`src/rtl/rtiu_pkg.sv`:
```
`default_nettype none

package rtiu_pkg;

    localparam int BANK_DEPTH     = 64;
    localparam int BANK_AW        = $clog2(BANK_DEPTH);
    localparam int BAD_LINE_STEAL = 40;

    // item opcodes
    localparam logic [1:0] OP_TICK  = 2'd0;
    localparam logic [1:0] OP_WRITE = 2'd1;
    localparam logic [1:0] OP_READ  = 2'd2;

    // register indexes
    localparam logic [5:0] REG_CTRL1    = 6'h11;
    localparam logic [5:0] REG_RASTER   = 6'h12;
    localparam logic [5:0] REG_CTRL2    = 6'h16;
    localparam logic [5:0] REG_MEMPTR   = 6'h18;
    localparam logic [5:0] REG_IRQ_FLAG = 6'h19;
    localparam logic [5:0] REG_IRQ_EN   = 6'h1A;
    localparam logic [5:0] REG_COLL_SS  = 6'h1E;
    localparam logic [5:0] REG_COLL_SD  = 6'h1F;
    localparam logic [5:0] REG_COLOR0   = 6'h20;
    localparam logic [5:0] REG_COLOR1   = 6'h21;

    // raster thresholds
    localparam logic [8:0] LINE_DISP_FIRST = 9'h030;
    localparam logic [8:0] LINE_DISP_LAST  = 9'h0F7;
    localparam logic [8:0] LINE_TOP_25     = 9'h033;
    localparam logic [8:0] LINE_TOP_24     = 9'h037;
    localparam logic [8:0] LINE_BOT_25     = 9'h0FA;
    localparam logic [8:0] LINE_BOT_24     = 9'h0F6;

    localparam logic [6:0] RESET_CYCLES = 7'd63;

    // reset defaults of the bank
    localparam logic [7:0] RST_CTRL1    = 8'd27;
    localparam logic [7:0] RST_CTRL2    = 8'd200;
    localparam logic [7:0] RST_MEMPTR   = 8'd21;
    localparam logic [7:0] RST_IRQ_FLAG = 8'h70;
    localparam logic [7:0] RST_IRQ_EN   = 8'hF0;
    localparam logic [7:0] RST_COLOR0   = 8'hFE;
    localparam logic [7:0] RST_COLOR1   = 8'hF6;

    typedef struct packed {
        logic               rd_en;
        logic               wr_en;
        logic [BANK_AW-1:0] addr;
        logic [7:0]         wdata;
    } t_bank_req;

    typedef struct packed {
        logic       irq;
        logic       started;
        logic       wrapped;
        logic       rd_hit;
        logic [7:0] rd_fixed;
    } t_rast_evt;

    typedef struct packed {
        logic [8:0] line;
        logic       bad;
        logic       border;
    } t_rast_state;

    function automatic logic [7:0] reset_value(input logic [BANK_AW-1:0] idx);
        logic [7:0] v;
        v = 8'd0;
        case (idx)
            REG_CTRL1:    v = RST_CTRL1;
            REG_CTRL2:    v = RST_CTRL2;
            REG_MEMPTR:   v = RST_MEMPTR;
            REG_IRQ_FLAG: v = RST_IRQ_FLAG;
            REG_IRQ_EN:   v = RST_IRQ_EN;
            REG_COLOR0:   v = RST_COLOR0;
            REG_COLOR1:   v = RST_COLOR1;
            default:      v = 8'd0;
        endcase
        return v;
    endfunction

endpackage

`default_nettype wire

```
`src/rtl/raster_timing_irq_registers_unit.sv`:
```
// An accepted beat's result beat appears on the output register in the next cycle.
// Throughput: one beat per cycle unless the output stalls; the register bank memory
// has one read and one write port, and each item uses at most one access of each.
// Reset (synchronous, active low) clears the raster counters and control flops at once;
// bank entries keep reset defaults through per-entry written flags, so no clearing pass.
`default_nettype none

module raster_timing_irq_registers_unit
    import rtiu_pkg::*;
#(
    parameter int LINES_PER_FRAME = 312,
    parameter int CYCLES_PER_LINE = 63,
    parameter int NUM_REGS        = 64
) (
    input  wire logic       i_clk,
    input  wire logic       i_rst_n,
    // input channel
    input  wire logic       i_valid,
    output logic            o_stall,
    input  wire logic [1:0] i_opcode,
    input  wire logic [5:0] i_reg_index,
    input  wire logic [7:0] i_write_data,
    input  wire logic       i_cpu_irq_masked,
    // output channel
    output logic            o_valid,
    input  wire logic       i_stall,
    output logic [7:0]      o_read_data,
    output logic            o_irq_request,
    output logic            o_line_started,
    output logic [8:0]      o_raster_line,
    output logic            o_bad_line,
    output logic            o_border_active,
    output logic            o_frame_done
);

    logic        accept;
    logic        idx_ok;
    logic        is_coll;
    t_rast_evt   evt;
    t_rast_state rstate;
    t_bank_req   bank_req;
    logic [7:0]  bank_rdata;
    logic [7:0]  or_mask;

    logic        r_out_vld;
    logic        r_use_mem;
    logic [7:0]  r_or_mask;
    logic [7:0]  r_fixed;
    logic        r_irq;
    logic        r_started;
    logic        r_wrapped;

    // Output register frees itself in the same cycle it is drained.
    assign o_stall = r_out_vld && i_stall;
    assign accept  = i_valid && !o_stall;

    assign idx_ok  = ({1'b0, i_reg_index} < 7'(NUM_REGS));
    assign is_coll = (i_reg_index == REG_COLL_SS) || (i_reg_index == REG_COLL_SD);

    // Raster counter and the control registers it consults live in flops;
    // it updates at the accepting edge, so its state always matches the
    // beat held in the output register.
    rtiu_raster #(
        .LINES_PER_FRAME (LINES_PER_FRAME),
        .CYCLES_PER_LINE (CYCLES_PER_LINE)
    ) u_raster (
        .i_clk            (i_clk),
        .i_rst_n          (i_rst_n),
        .i_take           (accept),
        .i_opcode         (i_opcode),
        .i_reg_index      (i_reg_index),
        .i_write_data     (i_write_data),
        .i_cpu_irq_masked (i_cpu_irq_masked),
        .i_idx_ok         (idx_ok),
        .o_evt            (evt),
        .o_state          (rstate)
    );

    // Bank access: plain reads go to memory; collision registers are read
    // and cleared in one access (read-first port).
    always_comb begin
        bank_req.addr  = i_reg_index;
        bank_req.rd_en = accept && idx_ok && (i_opcode == OP_READ) && !evt.rd_hit;
        bank_req.wr_en = accept && idx_ok &&
                         ((i_opcode == OP_WRITE) || ((i_opcode == OP_READ) && is_coll));
        bank_req.wdata = (i_opcode == OP_WRITE) ? i_write_data : 8'd0;
    end

    rtiu_bank u_bank (
        .i_clk   (i_clk),
        .i_rst_n (i_rst_n),
        .i_req   (bank_req),
        .o_rdata (bank_rdata)
    );

    // fixed bits forced on read
    always_comb begin
        or_mask = 8'd0;
        if (i_reg_index >= REG_COLOR0) begin
            or_mask = 8'hF0;
        end else if (i_reg_index == REG_CTRL2) begin
            or_mask = 8'hC0;
        end else if (i_reg_index == REG_MEMPTR) begin
            or_mask = 8'h01;
        end
    end

    always_ff @(posedge i_clk) begin
        if (!i_rst_n) begin
            r_out_vld <= 1'b0;
        end else if (accept) begin
            r_out_vld <= 1'b1;
        end else if (!i_stall) begin
            r_out_vld <= 1'b0;
        end
    end

    always_ff @(posedge i_clk) begin
        if (accept) begin
            r_use_mem <= bank_req.rd_en;
            r_or_mask <= or_mask;
            r_fixed   <= evt.rd_hit ? evt.rd_fixed : 8'd0;
            r_irq     <= evt.irq;
            r_started <= evt.started;
            r_wrapped <= evt.wrapped;
        end
    end

    assign o_valid         = r_out_vld;
    assign o_read_data     = r_use_mem ? (bank_rdata | r_or_mask) : r_fixed;
    assign o_irq_request   = r_irq;
    assign o_line_started  = r_started;
    assign o_frame_done    = r_wrapped;
    assign o_raster_line   = rstate.line;
    assign o_bad_line      = rstate.bad;
    assign o_border_active = rstate.border;

endmodule

`default_nettype wire

```
`src/rtl/rtiu_bank.sv`:
```
`default_nettype none

module rtiu_bank
    import rtiu_pkg::*;
(
    input  wire logic      i_clk,
    input  wire logic      i_rst_n,
    input  wire t_bank_req i_req,
    output logic [7:0]     o_rdata
);

    logic [7:0]            r_mem [BANK_DEPTH];
    logic [BANK_DEPTH-1:0] r_vld;
    logic [7:0]            r_q;
    logic                  r_q_vld;
    logic [7:0]            r_q_rst;

    // read-first: a read-and-clear returns the old byte
    always_ff @(posedge i_clk) begin
        if (i_req.rd_en) begin
            r_q <= r_mem[i_req.addr];
        end
        if (i_req.wr_en) begin
            r_mem[i_req.addr] <= i_req.wdata;
        end
    end

    always_ff @(posedge i_clk) begin
        if (i_req.rd_en) begin
            r_q_vld <= r_vld[i_req.addr];
            r_q_rst <= reset_value(i_req.addr);
        end
    end

    // entries never written read as their reset default
    always_ff @(posedge i_clk) begin
        if (!i_rst_n) begin
            r_vld <= '0;
        end else if (i_req.wr_en) begin
            r_vld[i_req.addr] <= 1'b1;
        end
    end

    assign o_rdata = r_q_vld ? r_q : r_q_rst;

endmodule

`default_nettype wire

```
`src/rtl/rtiu_raster.sv`:
```
`default_nettype none

module rtiu_raster
    import rtiu_pkg::*;
#(
    parameter int LINES_PER_FRAME = 312,
    parameter int CYCLES_PER_LINE = 63
) (
    input  wire logic       i_clk,
    input  wire logic       i_rst_n,
    input  wire logic       i_take,
    input  wire logic [1:0] i_opcode,
    input  wire logic [5:0] i_reg_index,
    input  wire logic [7:0] i_write_data,
    input  wire logic       i_cpu_irq_masked,
    input  wire logic       i_idx_ok,
    output t_rast_evt       o_evt,
    output t_rast_state     o_state
);

    localparam logic [9:0] LPF      = 10'(LINES_PER_FRAME);
    localparam logic [6:0] CYC_FULL = 7'(CYCLES_PER_LINE);
    localparam logic [6:0] CYC_BAD  = 7'(CYCLES_PER_LINE - BAD_LINE_STEAL);

    logic [8:0] r_line, n_line;
    logic [6:0] r_cyc, n_cyc;
    logic       r_en, n_en;
    logic       r_bad, n_bad;
    logic       r_border, n_border;
    logic [8:0] r_irq_line, n_irq_line;
    logic       r_irq_vld, n_irq_vld;
    logic [7:0] r_ctrl1, n_ctrl1;
    logic [7:0] r_irq_flag, n_irq_flag;
    logic [7:0] r_irq_en, n_irq_en;

    logic [9:0] line_inc;
    logic       wrap;
    logic [8:0] nl;
    logic       den;
    logic       rsel;
    logic [8:0] top_line;
    logic [8:0] bot_line;

    assign line_inc = {1'b0, r_line} + 10'd1;
    assign wrap     = (line_inc >= LPF);
    assign nl       = wrap ? 9'd0 : line_inc[8:0];
    assign den      = r_ctrl1[4];
    assign rsel     = r_ctrl1[3];
    assign top_line = rsel ? LINE_TOP_25 : LINE_TOP_24;
    assign bot_line = rsel ? LINE_BOT_25 : LINE_BOT_24;

    always_comb begin
        n_line     = r_line;
        n_cyc      = r_cyc;
        n_en       = r_en;
        n_bad      = r_bad;
        n_border   = r_border;
        n_irq_line = r_irq_line;
        n_irq_vld  = r_irq_vld;
        n_ctrl1    = r_ctrl1;
        n_irq_flag = r_irq_flag;
        n_irq_en   = r_irq_en;
        o_evt      = '0;

        unique case (i_opcode)
            OP_TICK: begin
                if (r_cyc <= 7'd1) begin
                    o_evt.started = 1'b1;
                    o_evt.wrapped = wrap;
                    n_line        = nl;
                    if (nl == LINE_DISP_FIRST) begin
                        n_en = den;
                    end
                    n_bad = (nl >= LINE_DISP_FIRST) && (nl <= LINE_DISP_LAST) &&
                            (nl[2:0] == r_ctrl1[2:0]) && n_en;
                    if (nl == bot_line) begin
                        n_border = 1'b1;
                    end else if ((nl == top_line) && den) begin
                        n_border = 1'b0;
                    end
                    n_cyc = n_bad ? CYC_BAD : CYC_FULL;
                    if (r_irq_en[0] && r_irq_vld && (r_irq_line == nl) &&
                        !i_cpu_irq_masked) begin
                        o_evt.irq  = 1'b1;
                        n_irq_flag = r_irq_flag | 8'h81;
                    end
                end else begin
                    n_cyc = r_cyc - 7'd1;
                end
            end
            OP_WRITE: begin
                if (i_idx_ok) begin
                    unique case (i_reg_index)
                        REG_CTRL1: begin
                            n_ctrl1    = i_write_data;
                            n_irq_line = {i_write_data[7],
                                          r_irq_vld ? r_irq_line[7:0] : 8'd0};
                            n_irq_vld  = 1'b1;
                        end
                        REG_RASTER: begin
                            n_irq_line = {r_irq_vld ? r_irq_line[8] : 1'b0,
                                          i_write_data};
                            n_irq_vld  = 1'b1;
                        end
                        REG_IRQ_FLAG: n_irq_flag = i_write_data;
                        REG_IRQ_EN:   n_irq_en   = i_write_data;
                        default: ;
                    endcase
                end
            end
            OP_READ: begin
                if (i_idx_ok) begin
                    unique case (i_reg_index)
                        REG_CTRL1: begin
                            o_evt.rd_hit   = 1'b1;
                            o_evt.rd_fixed = {r_line[8], r_ctrl1[6:0]};
                        end
                        REG_RASTER: begin
                            o_evt.rd_hit   = 1'b1;
                            o_evt.rd_fixed = r_line[7:0];
                        end
                        REG_IRQ_FLAG: begin
                            o_evt.rd_hit   = 1'b1;
                            o_evt.rd_fixed = r_irq_flag | 8'h70;
                        end
                        REG_IRQ_EN: begin
                            o_evt.rd_hit   = 1'b1;
                            o_evt.rd_fixed = r_irq_en | 8'hF0;
                        end
                        default: ;
                    endcase
                end
            end
            default: ;
        endcase
    end

    always_ff @(posedge i_clk) begin
        if (!i_rst_n) begin
            r_line     <= 9'd0;
            r_cyc      <= RESET_CYCLES;
            r_en       <= 1'b0;
            r_bad      <= 1'b0;
            r_border   <= 1'b1;
            r_irq_line <= 9'd0;
            r_irq_vld  <= 1'b0;
            r_ctrl1    <= RST_CTRL1;
            r_irq_flag <= RST_IRQ_FLAG;
            r_irq_en   <= RST_IRQ_EN;
        end else if (i_take) begin
            r_line     <= n_line;
            r_cyc      <= n_cyc;
            r_en       <= n_en;
            r_bad      <= n_bad;
            r_border   <= n_border;
            r_irq_line <= n_irq_line;
            r_irq_vld  <= n_irq_vld;
            r_ctrl1    <= n_ctrl1;
            r_irq_flag <= n_irq_flag;
            r_irq_en   <= n_irq_en;
        end
    end

    assign o_state.line   = r_line;
    assign o_state.bad    = r_bad;
    assign o_state.border = r_border;

endmodule

`default_nettype wire

```
`config.mk`:
```
export PLATFORM = sky130hd
export DESIGN_NAME = raster_timing_irq_registers_unit
export DESIGN_NICKNAME = d
export VERILOG_FILES = /design/src/rtl/rtiu_pkg.sv /design/src/rtl/raster_timing_irq_registers_unit.sv /design/src/rtl/rtiu_bank.sv /design/src/rtl/rtiu_raster.sv
export SDC_FILE = /design/constraint.sdc
export NUM_CORES = 1
export LEC_CHECK = 0
export BUFFER_PORTS_ARGS = -buffer_cell sky130_fd_sc_hd__buf_4
export CORE_MARGIN = 2
export CORE_UTILIZATION = 54
export CTS_CLUSTER_SIZE = 40
export DETAILED_ROUTE_END_ITERATION = 6
export HOLD_SLACK_MARGIN = 0.12
export PLACE_DENSITY = 0.7
export SYNTH_ARGS = -nofsm -noshare
export SYNTH_HDL_FRONTEND = slang
export SYNTH_SLANG_ARGS = --single-unit
```
`constraint.sdc`:
```
create_clock -name i_clk -period 7 [get_ports i_clk]
set_input_delay 0.35 -clock i_clk [delete_from_list [all_inputs] [get_ports i_clk]]
set_output_delay 0.35 -clock i_clk [all_outputs]
set_load 0.005 [all_outputs]
```
After elaboration in Yosys (flattened, before gate mapping)
Memories as Yosys holds them, arrays and structs flattened. A register that Yosys moved wholly into a read port is not among the register bits.
Cells that the tools add are included.
{"block": "totals", "ff_bits": 139, "latch_bits": 0, "ram_bits": 512, "mem_bits_ro": 0, "in_bits": 21, "output_inout_bits": 24, "wordCells": 130, "memories": 1}
{"block": "op_classes", "n_addsub": 2, "multipliers": 0, "div_mod_pow": 0, "order_cmp": 7, "eq_ne": 23, "shifts": 0, "muxes": 34, "bitwise": 3, "reduce_logical": 37}
{"name": "u_bank.r_mem", "depth": 64, "width": 8, "rd": 1, "rd_clocked_by_memory_dff": 1, "wr": 1, "line_no": "rtiu_bank.sv:12", "source": "logic [7:0] r_mem [BANK_DEPTH];"}
{"operator": "64-bit OR", "count": 1}
{"operator": "8-bit two-way mux", "count": 7}
{"operator": "8-bit case mux with 7 select lines", "count": 1}
{"operator": "6-bit by 5-bit == test with 1-bit output (second input constant)", "count": 8}
{"operator": "9-bit case mux with 4 select lines", "count": 1}
{"operator": "9-bit == test", "count": 3}
{"operator": "9-bit two-way mux", "count": 2}
{"operator": "9-bit case mux with 2 select lines", "count": 1}
{"operator": "8-bit case mux with 2 select lines", "count": 1}
{"operator": "4-bit AND reduction", "count": 4}
{"operator": "1-bit logical AND", "count": 14}
{"operator": "1-bit two-way mux", "count": 14}
{"operator": "6-bit == test (second input constant)", "count": 2}
{"operator": "3-bit AND reduction", "count": 4}
{"operator": "9-bit by 1-bit adder with 10-bit output (second input constant)", "count": 1}
{"operator": "10-bit by 9-bit >= comparator with 1-bit output (second input constant)", "count": 1}
{"operator": "9-bit by 6-bit == test with 1-bit output (second input constant)", "count": 1}
{"operator": "9-bit by 6-bit >= comparator with 1-bit output (second input constant)", "count": 1}
{"operator": "9-bit by 8-bit <= comparator with 1-bit output (second input constant)", "count": 1}
{"operator": "2-bit by 1-bit inequality test with 1-bit output (second input constant)", "count": 4}
{"operator": "8-bit OR", "count": 1}
{"operator": "7-bit by 1-bit <= comparator with 1-bit output (second input constant)", "count": 1}
{"operator": "6-bit by 7-bit < comparator with 1-bit output (second input constant)", "count": 1}
{"operator": "7-bit two-way mux", "count": 1}
{"operator": "21 further kinds", "count": 30}

Longest topological paths before layout
Gate-level depths: netlist (run 1).
{"block": "depth", "depth_word": 10, "ltp_mapped": 11, "ltp_nobuf": 9}

By module
A second synthesis (run 1) with hierarchy kept.
{"block": "hier_totals", "cells_unflattened": 1573, "area_unflattened_um2": 26706.9}
{"mod": "rtiu_bank", "instances": 1, "cells_per_inst": 1104, "area_per_inst_um2": 22854.4, "seq_area_each_um2": 17166.5}
{"mod": "rtiu_raster", "instances": 1, "cells_per_inst": 402, "area_per_inst_um2": 3061.7, "seq_area_each_um2": 900.9}
{"mod": "raster_timing_irq_registers_unit", "instances": 1, "cells_per_inst": 67, "area_per_inst_um2": 790.8, "seq_area_each_um2": 470.5}

Worst setup path after synthesis (run 1)
No wires, ideal clock.
{"block": "synth_timing", "path_kind": "input port to flip-flop", "start": "in i_reg_index[0]", "end": "reg u_bank.r_q[0] (read register of u_bank.r_mem), data pin", "setup_ns": 0.272, "t_arrival_ns": 2.305, "required_time_ns": 6.728, "path_slack_ns": 4.423, "cell_stages": 4, "path_buffers": 1, "path_cell_list": "buf_1 -> mux4_2 -> mux4_2 -> mux4_2"}
{"block": "synth_via", "elab_chain_cells": 5, "word_cells_on_any_way": 8, "classes_between": "4 x eq/ne; 2 x mux; 2 x reduce/logical"}
{"item": "start, declared", "line_no": "raster_timing_irq_registers_unit.sv:21", "source": "input wire logic [5:0] i_reg_index,"}
{"item": "6-bit by 5-bit == test with 1-bit output", "line_no": "rtiu_raster.sv:113", "source": "unique case (i_reg_index)"}
{"item": "9-bit case mux with 4 select lines", "line_no": "rtiu_raster.sv:113"}
{"item": "9-bit two-way mux", "line_no": "rtiu_raster.sv:65", "source": "unique case (i_opcode)"}
{"item": "1-bit logical NOT", "line_no": "raster_timing_irq_registers_unit.sv:83", "source": "bank_req.rd_en = accept && idx_ok && (i_opcode == OP_READ) && !evt.rd_hit;"}
{"item": "1-bit logical AND", "line_no": "raster_timing_irq_registers_unit.sv:83"}
{"item": "end, declared", "line_no": "rtiu_bank.sv:14", "source": "logic [7:0] r_q;"}
Several ways; a longest one is shown, not always the timed one.
A chain may end at the register's enable or synchronous reset.

Final worst setup path (run 1)
{"block": "layout_timing", "start": "reg u_raster.r_line[0]", "end": "reg u_raster.r_cyc[3]"}
{"block": "layout_via", "elab_chain_cells": 10, "word_cells_on_any_way": 15, "classes_between": "1 x add/sub; 3 x order compare; 2 x eq/ne; 6 x mux; 3 x reduce/logical"}
{"item": "start, declared", "line_no": "rtiu_raster.sv:25", "source": "logic [8:0] r_line, n_line;"}
{"item": "start signal, assigned", "line_no": "rtiu_raster.sv:151", "source": "r_line <= n_line;"}
{"item": "9-bit by 1-bit adder with 10-bit output *", "line_no": "rtiu_raster.sv:44", "source": "assign line_inc = {1'b0, r_line} + 10'd1;"}
{"item": "10-bit by 9-bit >= comparator with 1-bit output", "line_no": "rtiu_raster.sv:45", "source": "assign wrap = (line_inc >= LPF);"}
{"item": "9-bit two-way mux *", "line_no": "rtiu_raster.sv:46", "source": "assign nl = wrap ? 9'd0 : line_inc[8:0];"}
{"item": "branches (longest 4 deep; another with 9-bit by 6-bit >= comparator with 1-bit output)"}
{"item": "1-bit logical AND *", "line_no": "rtiu_raster.sv:75", "source": "(nl[2:0] == r_ctrl1[2:0]) && n_en;"}
{"item": "6-bit two-way mux *", "line_no": "rtiu_raster.sv:81", "source": "n_cyc = n_bad ? CYC_BAD : CYC_FULL;"}
{"item": "7-bit two-way mux *", "line_no": "rtiu_raster.sv:67", "source": "if (r_cyc <= 7'd1) begin"}
{"item": "end signal, assigned", "line_no": "rtiu_raster.sv:152", "source": "r_cyc <= n_cyc;"}
{"item": "end, declared", "line_no": "rtiu_raster.sv:26", "source": "logic [6:0] r_cyc, n_cyc;"}
Every way passes the cells marked *. The select of a mux whose other input is x is not followed.

==> run_summary.xml, run 1 <==
<?xml version="1.0" encoding="UTF-8"?>
<metrics>
  <group name="synthesis">
    <metric name="synth.top_cells.by_area" unit="">sky130_fd_sc_hd__edfxtp_1, sky130_fd_sc_hd__mux4_2, sky130_fd_sc_hd__dfxtp_1</metric>
    <metric name="leading_cell_type_by_number_of_instances_after_synthesis" unit="">sky130_fd_sc_hd__edfxtp_1</metric>
    <metric name="synth_fp_nets" unit="">1509</metric>
    <metric name="synth_edf_count" unit="">544</metric>
    <metric name="synth.yosys.warnings" unit="">0</metric>
    <metric name="synth_sequential_area_ratio" unit="%">70.3</metric>
    <metric name="synthDistinctLibCells" unit="">66</metric>
    <metric name="cell_taking_the_most_area_after_synthesis" unit="">sky130_fd_sc_hd__edfxtp_1</metric>
    <metric name="synth_top_area_share" unit="%">62.0</metric>
    <metric name="ys_seq_elements" unit="">654</metric>
    <metric name="ys_async_sr_fraction" unit="%">0</metric>
    <metric name="syn-mean-instance-area" unit="um2">17.8</metric>
    <metric name="synthesis.area" unit="um2">26400</metric>
    <metric name="yosys-top-cells-count" unit="">sky130_fd_sc_hd__edfxtp_1, sky130_fd_sc_hd__mux4_2, sky130_fd_sc_hd__nor2_1</metric>
    <metric name="ys_dominant_reg_cell" unit="">sky130_fd_sc_hd__edfxtp_1</metric>
    <metric name="postSynthCellCount" unit="">1484</metric>
  </group>
  <group name="power">
    <metric name="leakagePower" unit="nW">10.3</metric>
    <metric name="pwr_density_cell" unit="nW/um2">273</metric>
    <metric name="total_power" unit="mW">8.08</metric>
    <metric name="vdd_ir_drop_max" unit="V">0.000205</metric>
  </group>
  <group name="layout">
    <metric name="num-fill-cells" unit="">3350</metric>
    <metric name="net_count_final" unit="">1570</metric>
    <metric name="fin_util" unit="%">61.7</metric>
    <metric name="final_cell_count_no_fill" unit="">2213</metric>
    <metric name="area_growth" unit="%">12.2</metric>
    <metric name="layout-drive-gt1-share" unit="%">23.7</metric>
  </group>
  <group name="worst_setup_path">
    <metric name="startpoint_type" unit="">flop</metric>
    <metric name="path_max_fanout" unit="">18</metric>
    <metric name="regToRegSetupSlack" unit="ns">3.57</metric>
    <metric name="path_cells" unit="">ha_1 &gt; nand2_1 &gt; nor2_1 &gt; a41o_2 &gt; a31o_2 &gt; nand2_1 &gt; xnor2_1 &gt; nor4_2 &gt; o21ai_0</metric>
    <metric name="cp.depth" unit="">9</metric>
    <metric name="setup.worst_path.end" unit="">u_raster.r_cyc[3]</metric>
    <metric name="timing_worst_setup_path_type" unit="">reg2reg</metric>
    <metric name="path_common_cell" unit="">sky130_fd_sc_hd__nand2_1</metric>
    <metric name="cp_slowest_stage_delay" unit="ns">0.74</metric>
    <metric name="cp_slowest_cell" unit="">sky130_fd_sc_hd__dfxtp_1</metric>
    <metric name="critical_path.n_buffers_inverters" unit="">0</metric>
    <metric name="worst_path_dominant_cell_family" unit="">simple AND/OR/NAND/NOR gates</metric>
    <metric name="setup.worst_path.end_class" unit="">flop</metric>
    <metric name="worst_ep_required_time" unit="ns">7.46</metric>
    <metric name="crit-reg2reg-launch" unit="">u_raster.r_line[0]</metric>
    <metric name="worst_setup_path_startpoint" unit="">u_raster.r_line[0]</metric>
    <metric name="worst-r2r-cell-count" unit="">9</metric>
    <metric name="crit_arrival" unit="ns">3.89</metric>
    <metric name="timing.rr.end" unit="">u_raster.r_cyc[3]</metric>
  </group>
  <group name="grt">
    <metric name="grt_antenna_before_repair" unit="">4</metric>
    <metric name="groute.usage.overall" unit="%">25.6</metric>
    <metric name="pin_count_of_the_biggest_net_entering_global_routing" unit="">96</metric>
    <metric name="globalRoute.totalOverflow" unit="">0</metric>
    <metric name="via_count_of_the_first_global_routing_pass" unit="">14200</metric>
    <metric name="grt_first_pass_wirelength" unit="um">93000</metric>
  </group>
  <group name="clock_tree">
    <metric name="clock_path_buffers" unit="">3</metric>
    <metric name="cts.htree.levels" unit="">3</metric>
    <metric name="cts.reportedPaths.clkPinSlew" unit="ns">0.06</metric>
    <metric name="tritoncts" unit="">built</metric>
    <metric name="cts.sink_count" unit="">654</metric>
    <metric name="cts.repair.resized" unit="">0</metric>
    <metric name="worstSkewPairLatency" unit="ns">0.61</metric>
    <metric name="numCtsBuffers" unit="">67</metric>
    <metric name="cts-root-buf" unit="">sky130_fd_sc_hd__clkbuf_16</metric>
  </group>
  <group name="timing">
    <metric name="slew_headroom" unit="%">-0.651</metric>
    <metric name="final_hold_viol_count" unit="">0</metric>
    <metric name="timing.fmax" unit="MHz">292</metric>
    <metric name="holdWs" unit="ns">0.145</metric>
    <metric name="slew_at_the_pin_closest_to_its_max_slew_limit" unit="ns">1.50</metric>
    <metric name="setup_viol" unit="">0</metric>
    <metric name="grt_setup_unrepaired" unit="">no</metric>
    <metric name="timing.setup.tns" unit="ns">0</metric>
    <metric name="fin_worst_skew" unit="ns">0.0324</metric>
    <metric name="timing_max_transition_violations_final" unit="">10</metric>
    <metric name="minimum_period_implied_by_the_final_worst_setup_slack" unit="ns">3.43</metric>
    <metric name="final.period_utilization" unit="%">49.0</metric>
  </group>
  <group name="detailed_routing">
    <metric name="drt_pre_antenna_iters" unit="">7</metric>
    <metric name="dr_total_vias" unit="">14500</metric>
    <metric name="wl_per_cell" unit="um">28.6</metric>
    <metric name="initialDrtViolationCount" unit="">1760</metric>
    <metric name="avgViaCountPerCell" unit="">6.57</metric>
    <metric name="final_antenna_net_count" unit="">0</metric>
    <metric name="remaining_drc_errors" unit="">1</metric>
    <metric name="postRouteWirelength" unit="um">63200</metric>
  </group>
  <group name="worst_hold_path">
    <metric name="min_path_type" unit="">in2reg</metric>
    <metric name="holdPathStages" unit="">2</metric>
  </group>
  <group name="place">
    <metric name="finalWeightedCongestion" unit="">0.894</metric>
    <metric name="port_buffers" unit="">44</metric>
    <metric name="detailed_placement_wirelength_estimate" unit="um">37400</metric>
    <metric name="dpl.cell_count" unit="">2081</metric>
  </group>
  <group name="floorplanning">
    <metric name="coreArea" unit="um2">47900</metric>
    <metric name="row_count" unit="">80</metric>
    <metric name="fp.dieH" unit="um">225</metric>
    <metric name="num_io_pins" unit="">45</metric>
    <metric name="initial_utilization" unit="%">55.0</metric>
    <metric name="die_width" unit="um">225</metric>
    <metric name="die_area" unit="um2">50600</metric>
  </group>
  <group name="outcome">
    <metric name="status" unit="">finished, violations left</metric>
    <metric name="violations" unit="">DRC, capacitance limit, slew limit</metric>
  </group>
  <group name="job">
    <metric name="drv.max_cap_violation_count" unit="">1</metric>
  </group>
</metrics>
[worst min-delay path by stage]
stage	start	to	slack, ns
after global placement	u_bank.r_vld[11]	u_bank.r_vld[11]	0.44
after global routing	i_rst_n	u_raster.r_cyc[2]	0.16
final	i_rst_n	u_raster.r_cyc[1]	0.14
after floorplan	u_bank.r_vld[10]	u_bank.r_vld[10]	0.44
after detailed placement	u_bank.r_vld[2]	u_bank.r_vld[2]	0.45
after CTS	i_rst_n	u_raster.r_cyc[4]	0.13
[through the flow]
step	cell area [um2]	setup WS [ns]
3_5_place_dp	27300	3.34
2_1_floorplan	26400	4.42
5_1_grt	29600	3.21
6_report	29600	3.57
4_1_cts	29600	3.60
3_3_place_gp	27300	3.34
[sequential cells by signal, summed over array words and instances, names as in the netlist, 3 cells and up]
register             cells
r_or_mask                3
u_raster.r_irq_flag      5
u_bank.r_q_rst           8
u_raster.r_irq_line      9
u_raster.r_line          9
r_fixed                  8
u_raster.r_irq_en        4
u_raster.r_ctrl1         7
u_bank.r_mem           512
u_bank.r_q               8
u_raster.r_cyc           7
u_bank.r_vld            64
[worst reg2reg max path, stage by stage (launching register included)]
cell and delay [ns]:
sky130_fd_sc_hd__dfxtp_1 0.74, sky130_fd_sc_hd__ha_1 0.55, sky130_fd_sc_hd__nand2_1 0.20, sky130_fd_sc_hd__nor2_1 0.37, sky130_fd_sc_hd__a41o_2 0.35, sky130_fd_sc_hd__a31o_2 0.36, sky130_fd_sc_hd__nand2_1 0.11, sky130_fd_sc_hd__xnor2_1 0.14
sky130_fd_sc_hd__nor4_2 0.34, sky130_fd_sc_hd__o21ai_0 0.15
[metal layers]
metal  part of all wire, %  track usage [%]  wire length (um)  vias to the layer above
li1                      -                -                 -                     6085
met1                    41             35.7             25800                     7601
met2                    47             40.1             30000                      697
met3                   8.3             6.18              5260                      145
met4                   3.3             8.69              2110                        6
met5                 0.063                0                40                        -
[cells in the final DEF, fill, tap and decap left out, drive strengths merged, types with 6 or more instances in the layout]
cell,n
buf,72
and2,14
o21ai,21
mux4,189
inv,15
nor4,6
clkinv,26
o21a,70
nor2b,18
nor2,115
bufinv,7
edfxtp,544
nand4,6
nor3,13
a22oi,13
clkbuf,84
a21boi,20
dfxtp,110
nand2,73
dlygate4sd3,10
nand3,44
or3,7
a21oi,33
[layout make-up]
cell class	count	area [um2]	share of cell area [%]
inverter	13	48.8	0.165
clock inverter	37	388	1.31
tap	615	769	2.60
antenna	1	2.50	0.00846
sequential	654	18500	62.7
clock buffer	84	1770	5.99
multi-input combinational	727	7400	25.0
timing repair buffer	82	664	2.25
[cells by family (layout without fill, tap and decap cells)]
| kind of cell | count (synthesis) | in the layout | share of synthesized area [%] |
|---|---|---|---|
| mux | 195 | 195 | 16.4 |
| fa+ha+maj | 4 | 4 | 0.190 |
| xor+xnor | 11 | 11 | 0.418 |
| flops | 654 | 654 | 70.3 |
| compound gates | 198 | 198 | 5.32 |
| simple gates | 319 | 319 | 5.70 |
| buf+inv | 103 | 216 | 1.69 |
| other cells | 0 | 1 | 0 |
[power by group]
group / leakage (nW) / switching (mW) / internal (mW)
sequential: 6.63 / 0.00876 / 4.21
clock: 1.05 / 1.48 / 2.06
combinational: 2.60 / 0.193 / 0.128
[repair_timing]
| action | in CTS | in global routing |
|---|---|---|
| endpoints found under the hold margin | 24 | 0 |
| setup buffers | 0 | 0 |
| hold buffers | 10 | 0 |
No activity file was read; power rests on OpenSTA's default activity.
==> run 2: changes to the inputs <==
Clock period 7 ns to 3.2 ns, I/O delays scaled along.
==> run 2 against run 1 <==
Compared with the run above:
- the run now ends clean
- worst setup slack got worse by 3.3 ns
- flip-flop and latch count did not move
- combinational power increased by 140%
- power is 120% higher
- utilization rose by 1.8 points
- sequential share of layout area is 1.7 points lower
- first-iteration DRC count up 2.3%
- design area grew 2.8%
- non-clock buffer count grew 89
- critical path depth did not move
- worst hold slack improved by 0.25 ns
- critical path type unchanged
==> run_summary.xml, run 2 (synthesized netlist as in run 1, its figures left out) <==
<?xml version="1.0" encoding="UTF-8"?>
<metrics>
  <group name="timing">
    <metric name="final_hold_viol_count" unit="">0</metric>
    <metric name="layout_setup_ws" unit="ns">0.298</metric>
    <metric name="timing.fmax" unit="MHz">345</metric>
    <metric name="fin_worst_skew" unit="ns">0.0154</metric>
    <metric name="minimum_period_implied_by_the_final_worst_setup_slack" unit="ns">2.90</metric>
    <metric name="slew_at_the_pin_closest_to_its_max_slew_limit" unit="ns">1.15</metric>
    <metric name="timing.setup.tns" unit="ns">0</metric>
    <metric name="holdWs" unit="ns">0.393</metric>
    <metric name="final.period_utilization" unit="%">90.7</metric>
    <metric name="slew_headroom" unit="%">23.2</metric>
    <metric name="grt_setup_unrepaired" unit="">no</metric>
    <metric name="timing_max_transition_violations_final" unit="">0</metric>
    <metric name="setup_viol" unit="">0</metric>
  </group>
  <group name="job">
    <metric name="drv.max_cap_violation_count" unit="">0</metric>
  </group>
  <group name="layout">
    <metric name="final_cell_count_no_fill" unit="">2301</metric>
    <metric name="final_common_cell" unit="">sky130_fd_sc_hd__edfxtp_1</metric>
    <metric name="net_count_final" unit="">1659</metric>
    <metric name="largest-register" unit="">u_bank.r_mem</metric>
    <metric name="layout.cells.most_common_list" unit="">sky130_fd_sc_hd__edfxtp_1, sky130_fd_sc_hd__mux4_2, sky130_fd_sc_hd__buf_4, sky130_fd_sc_hd__nor2_1, sky130_fd_sc_hd__dfxtp_1</metric>
    <metric name="layout-drive-gt1-share" unit="%">27.5</metric>
    <metric name="area_growth" unit="%">15.4</metric>
    <metric name="insertedDiodeCount" unit="">0</metric>
    <metric name="finish.instance_area" unit="um2">30400</metric>
    <metric name="largest_reg_flops" unit="">512</metric>
    <metric name="top_flop_regs" unit="">u_bank.r_mem x512, u_bank.r_vld x64</metric>
    <metric name="num-fill-cells" unit="">3279</metric>
  </group>
  <group name="grt">
    <metric name="pin_count_of_the_biggest_net_entering_global_routing" unit="">73</metric>
    <metric name="groute.usage.overall" unit="%">25.2</metric>
    <metric name="grt_antenna_before_repair" unit="">2</metric>
    <metric name="via_count_of_the_first_global_routing_pass" unit="">14400</metric>
    <metric name="grt_first_pass_wirelength" unit="um">92700</metric>
    <metric name="globalRoute.totalOverflow" unit="">0</metric>
  </group>
  <group name="clock_tree">
    <metric name="cts-root-buf" unit="">sky130_fd_sc_hd__clkbuf_16</metric>
    <metric name="clock_path_buffers" unit="">3</metric>
    <metric name="cts.htree.levels" unit="">3</metric>
    <metric name="numCtsBuffers" unit="">67</metric>
    <metric name="tritoncts" unit="">built</metric>
    <metric name="cts.sink_count" unit="">654</metric>
    <metric name="cts.reportedPaths.clkPinSlew" unit="ns">0.06</metric>
    <metric name="worstSkewPairLatency" unit="ns">0.59</metric>
  </group>
  <group name="power">
    <metric name="power.share.switching" unit="%">20.7</metric>
    <metric name="pwr-share-seq" unit="%">52.0</metric>
    <metric name="total_switching_power" unit="mW">3.68</metric>
    <metric name="p_clk_share" unit="%">43.7</metric>
    <metric name="intPower" unit="mW">14.1</metric>
    <metric name="pwr_density_cell" unit="nW/um2">583</metric>
    <metric name="vdd_ir_drop_max" unit="V">0.000492</metric>
    <metric name="p_comb_share" unit="%">4.4</metric>
    <metric name="leakagePower" unit="nW">10.8</metric>
  </group>
  <group name="worst_setup_path">
    <metric name="timing_worst_setup_path_type" unit="">reg2reg</metric>
    <metric name="critical_path.n_buffers_inverters" unit="">0</metric>
    <metric name="setup.worst_path.end_class" unit="">flop</metric>
    <metric name="path_max_fanout" unit="">13</metric>
    <metric name="worst_ep_required_time" unit="ns">3.65</metric>
    <metric name="startpoint_type" unit="">flop</metric>
    <metric name="path_cells" unit="">ha_1 &gt; nand2_1 &gt; o21a_1 &gt; a41o_2 &gt; a31o_2 &gt; o21ai_1 &gt; nand3_1 &gt; nor4_2 &gt; o21ai_0</metric>
    <metric name="worst_path_dominant_cell_family" unit="">compound AO/OA/AOI/OAI gates</metric>
    <metric name="crit_arrival" unit="ns">3.35</metric>
    <metric name="cp_slowest_cell" unit="">sky130_fd_sc_hd__dfxtp_1</metric>
    <metric name="cp_slowest_stage_delay" unit="ns">0.61</metric>
  </group>
  <group name="place">
    <metric name="port_buffers" unit="">44</metric>
    <metric name="finalWeightedCongestion" unit="">0.901</metric>
    <metric name="dpl.cell_count" unit="">2160</metric>
    <metric name="detailed_place.area" unit="um2">28000</metric>
    <metric name="post-place-ws" unit="ns">0.305</metric>
    <metric name="detailed_placement_wirelength_estimate" unit="um">39300</metric>
  </group>
  <group name="detailed_routing">
    <metric name="wl_per_cell" unit="um">27.0</metric>
    <metric name="met3RoutedLength" unit="um">5200</metric>
    <metric name="avgViaCountPerCell" unit="">6.40</metric>
    <metric name="remaining_drc_errors" unit="">0</metric>
    <metric name="postRouteWirelength" unit="um">62100</metric>
    <metric name="initialDrtViolationCount" unit="">1801</metric>
    <metric name="final_antenna_net_count" unit="">0</metric>
    <metric name="metal2_wl" unit="um">29500</metric>
    <metric name="dr_total_vias" unit="">14700</metric>
    <metric name="dr_top_layer" unit="">met4</metric>
    <metric name="wirelength_met1" unit="um">26000</metric>
    <metric name="drt_pre_antenna_iters" unit="">5</metric>
  </group>
  <group name="outcome">
    <metric name="status" unit="">finished clean</metric>
  </group>
  <group name="floorplanning">
    <metric name="row_count" unit="">80</metric>
    <metric name="num_io_pins" unit="">45</metric>
    <metric name="die_area" unit="um2">50600</metric>
    <metric name="coreArea" unit="um2">47900</metric>
    <metric name="die_width" unit="um">225</metric>
    <metric name="fp.dieH" unit="um">225</metric>
    <metric name="initial_utilization" unit="%">55.0</metric>
  </group>
  <group name="worst_hold_path">
    <metric name="min_path_type" unit="">in2reg</metric>
  </group>
</metrics>
run 2: repair_timing:
action | CTS | global route
setup buffers | 0 | 0
endpoints found under the hold margin | 67 | 0
resized for setup | 0 | 1
hold buffers | 20 | 0
endpoints found under the setup margin | 0 | 1
run 2: area by class of cell:
class,count,area (um2),share of cell area (%)
Clock inverter,40,415,1.37
Clock buffer,81,1760,5.79
Sequential cell,654,18500,60.9
Tap cell,615,769,2.53
Timing Repair Buffer,171,1500,4.91
Multi-Input combinational cell,727,7400,24.3
Inverter,13,48.8,0.160
run 2: metrics by stage:
stage / total power, mW / utilization [%]
2_1_floorplan: 9.86 / -
3_3_place_gp: 10.1 / 58.5
3_5_place_dp: 10.2 / 58.5
4_1_cts: 17.8 / 63.5
5_1_grt: 18.2 / 63.5
6_report: 17.7 / 63.5
run 2: power groups by stage:
stage	logic, mW	clock network (mW)	registers, mW
2_1_floorplan	0.468	0	9.39
3_3_place_gp	0.747	0	9.40
3_5_place_dp	0.760	0	9.40
4_1_cts	0.778	7.85	9.22
5_1_grt	0.816	8.16	9.22
6_report	0.772	7.74	9.22
run 2: worst paths after layout:
kind | from | to | slack [ns] | cells past startpoint
worst max-delay path | u_raster.r_line[1] | u_raster.r_cyc[3] | 0.30 | 9
worst min-delay path | i_cpu_irq_masked | u_raster.r_irq_flag[0] | 0.39 | 7
worst max register to register | u_raster.r_line[1] | u_raster.r_cyc[3] | 0.30 | 9
worst min register to register | u_bank.r_vld[60] | u_bank.r_vld[60] | 0.46 | 1
run 2: routing by layer:
| layer | GRT usage, % | vias to the layer above |
|---|---|---|
| met4 | 7.78 | 0 |
| met1 | 36.8 | 7692 |
| met5 | 0 | - |
| li1 | - | 6266 |
| met3 | 4.05 | 96 |
| met2 | 39.5 | 675 |
run 2: worst register-to-register path, stage by stage (launching register included):
cell	delay, ns
sky130_fd_sc_hd__dfxtp_1	0.61
sky130_fd_sc_hd__ha_1	0.35
sky130_fd_sc_hd__nand2_1	0.15
sky130_fd_sc_hd__o21a_1	0.23
sky130_fd_sc_hd__a41o_2	0.29
sky130_fd_sc_hd__a31o_2	0.36
sky130_fd_sc_hd__o21ai_1	0.15
sky130_fd_sc_hd__nand3_1	0.11
sky130_fd_sc_hd__nor4_2	0.37
sky130_fd_sc_hd__o21ai_0	0.14
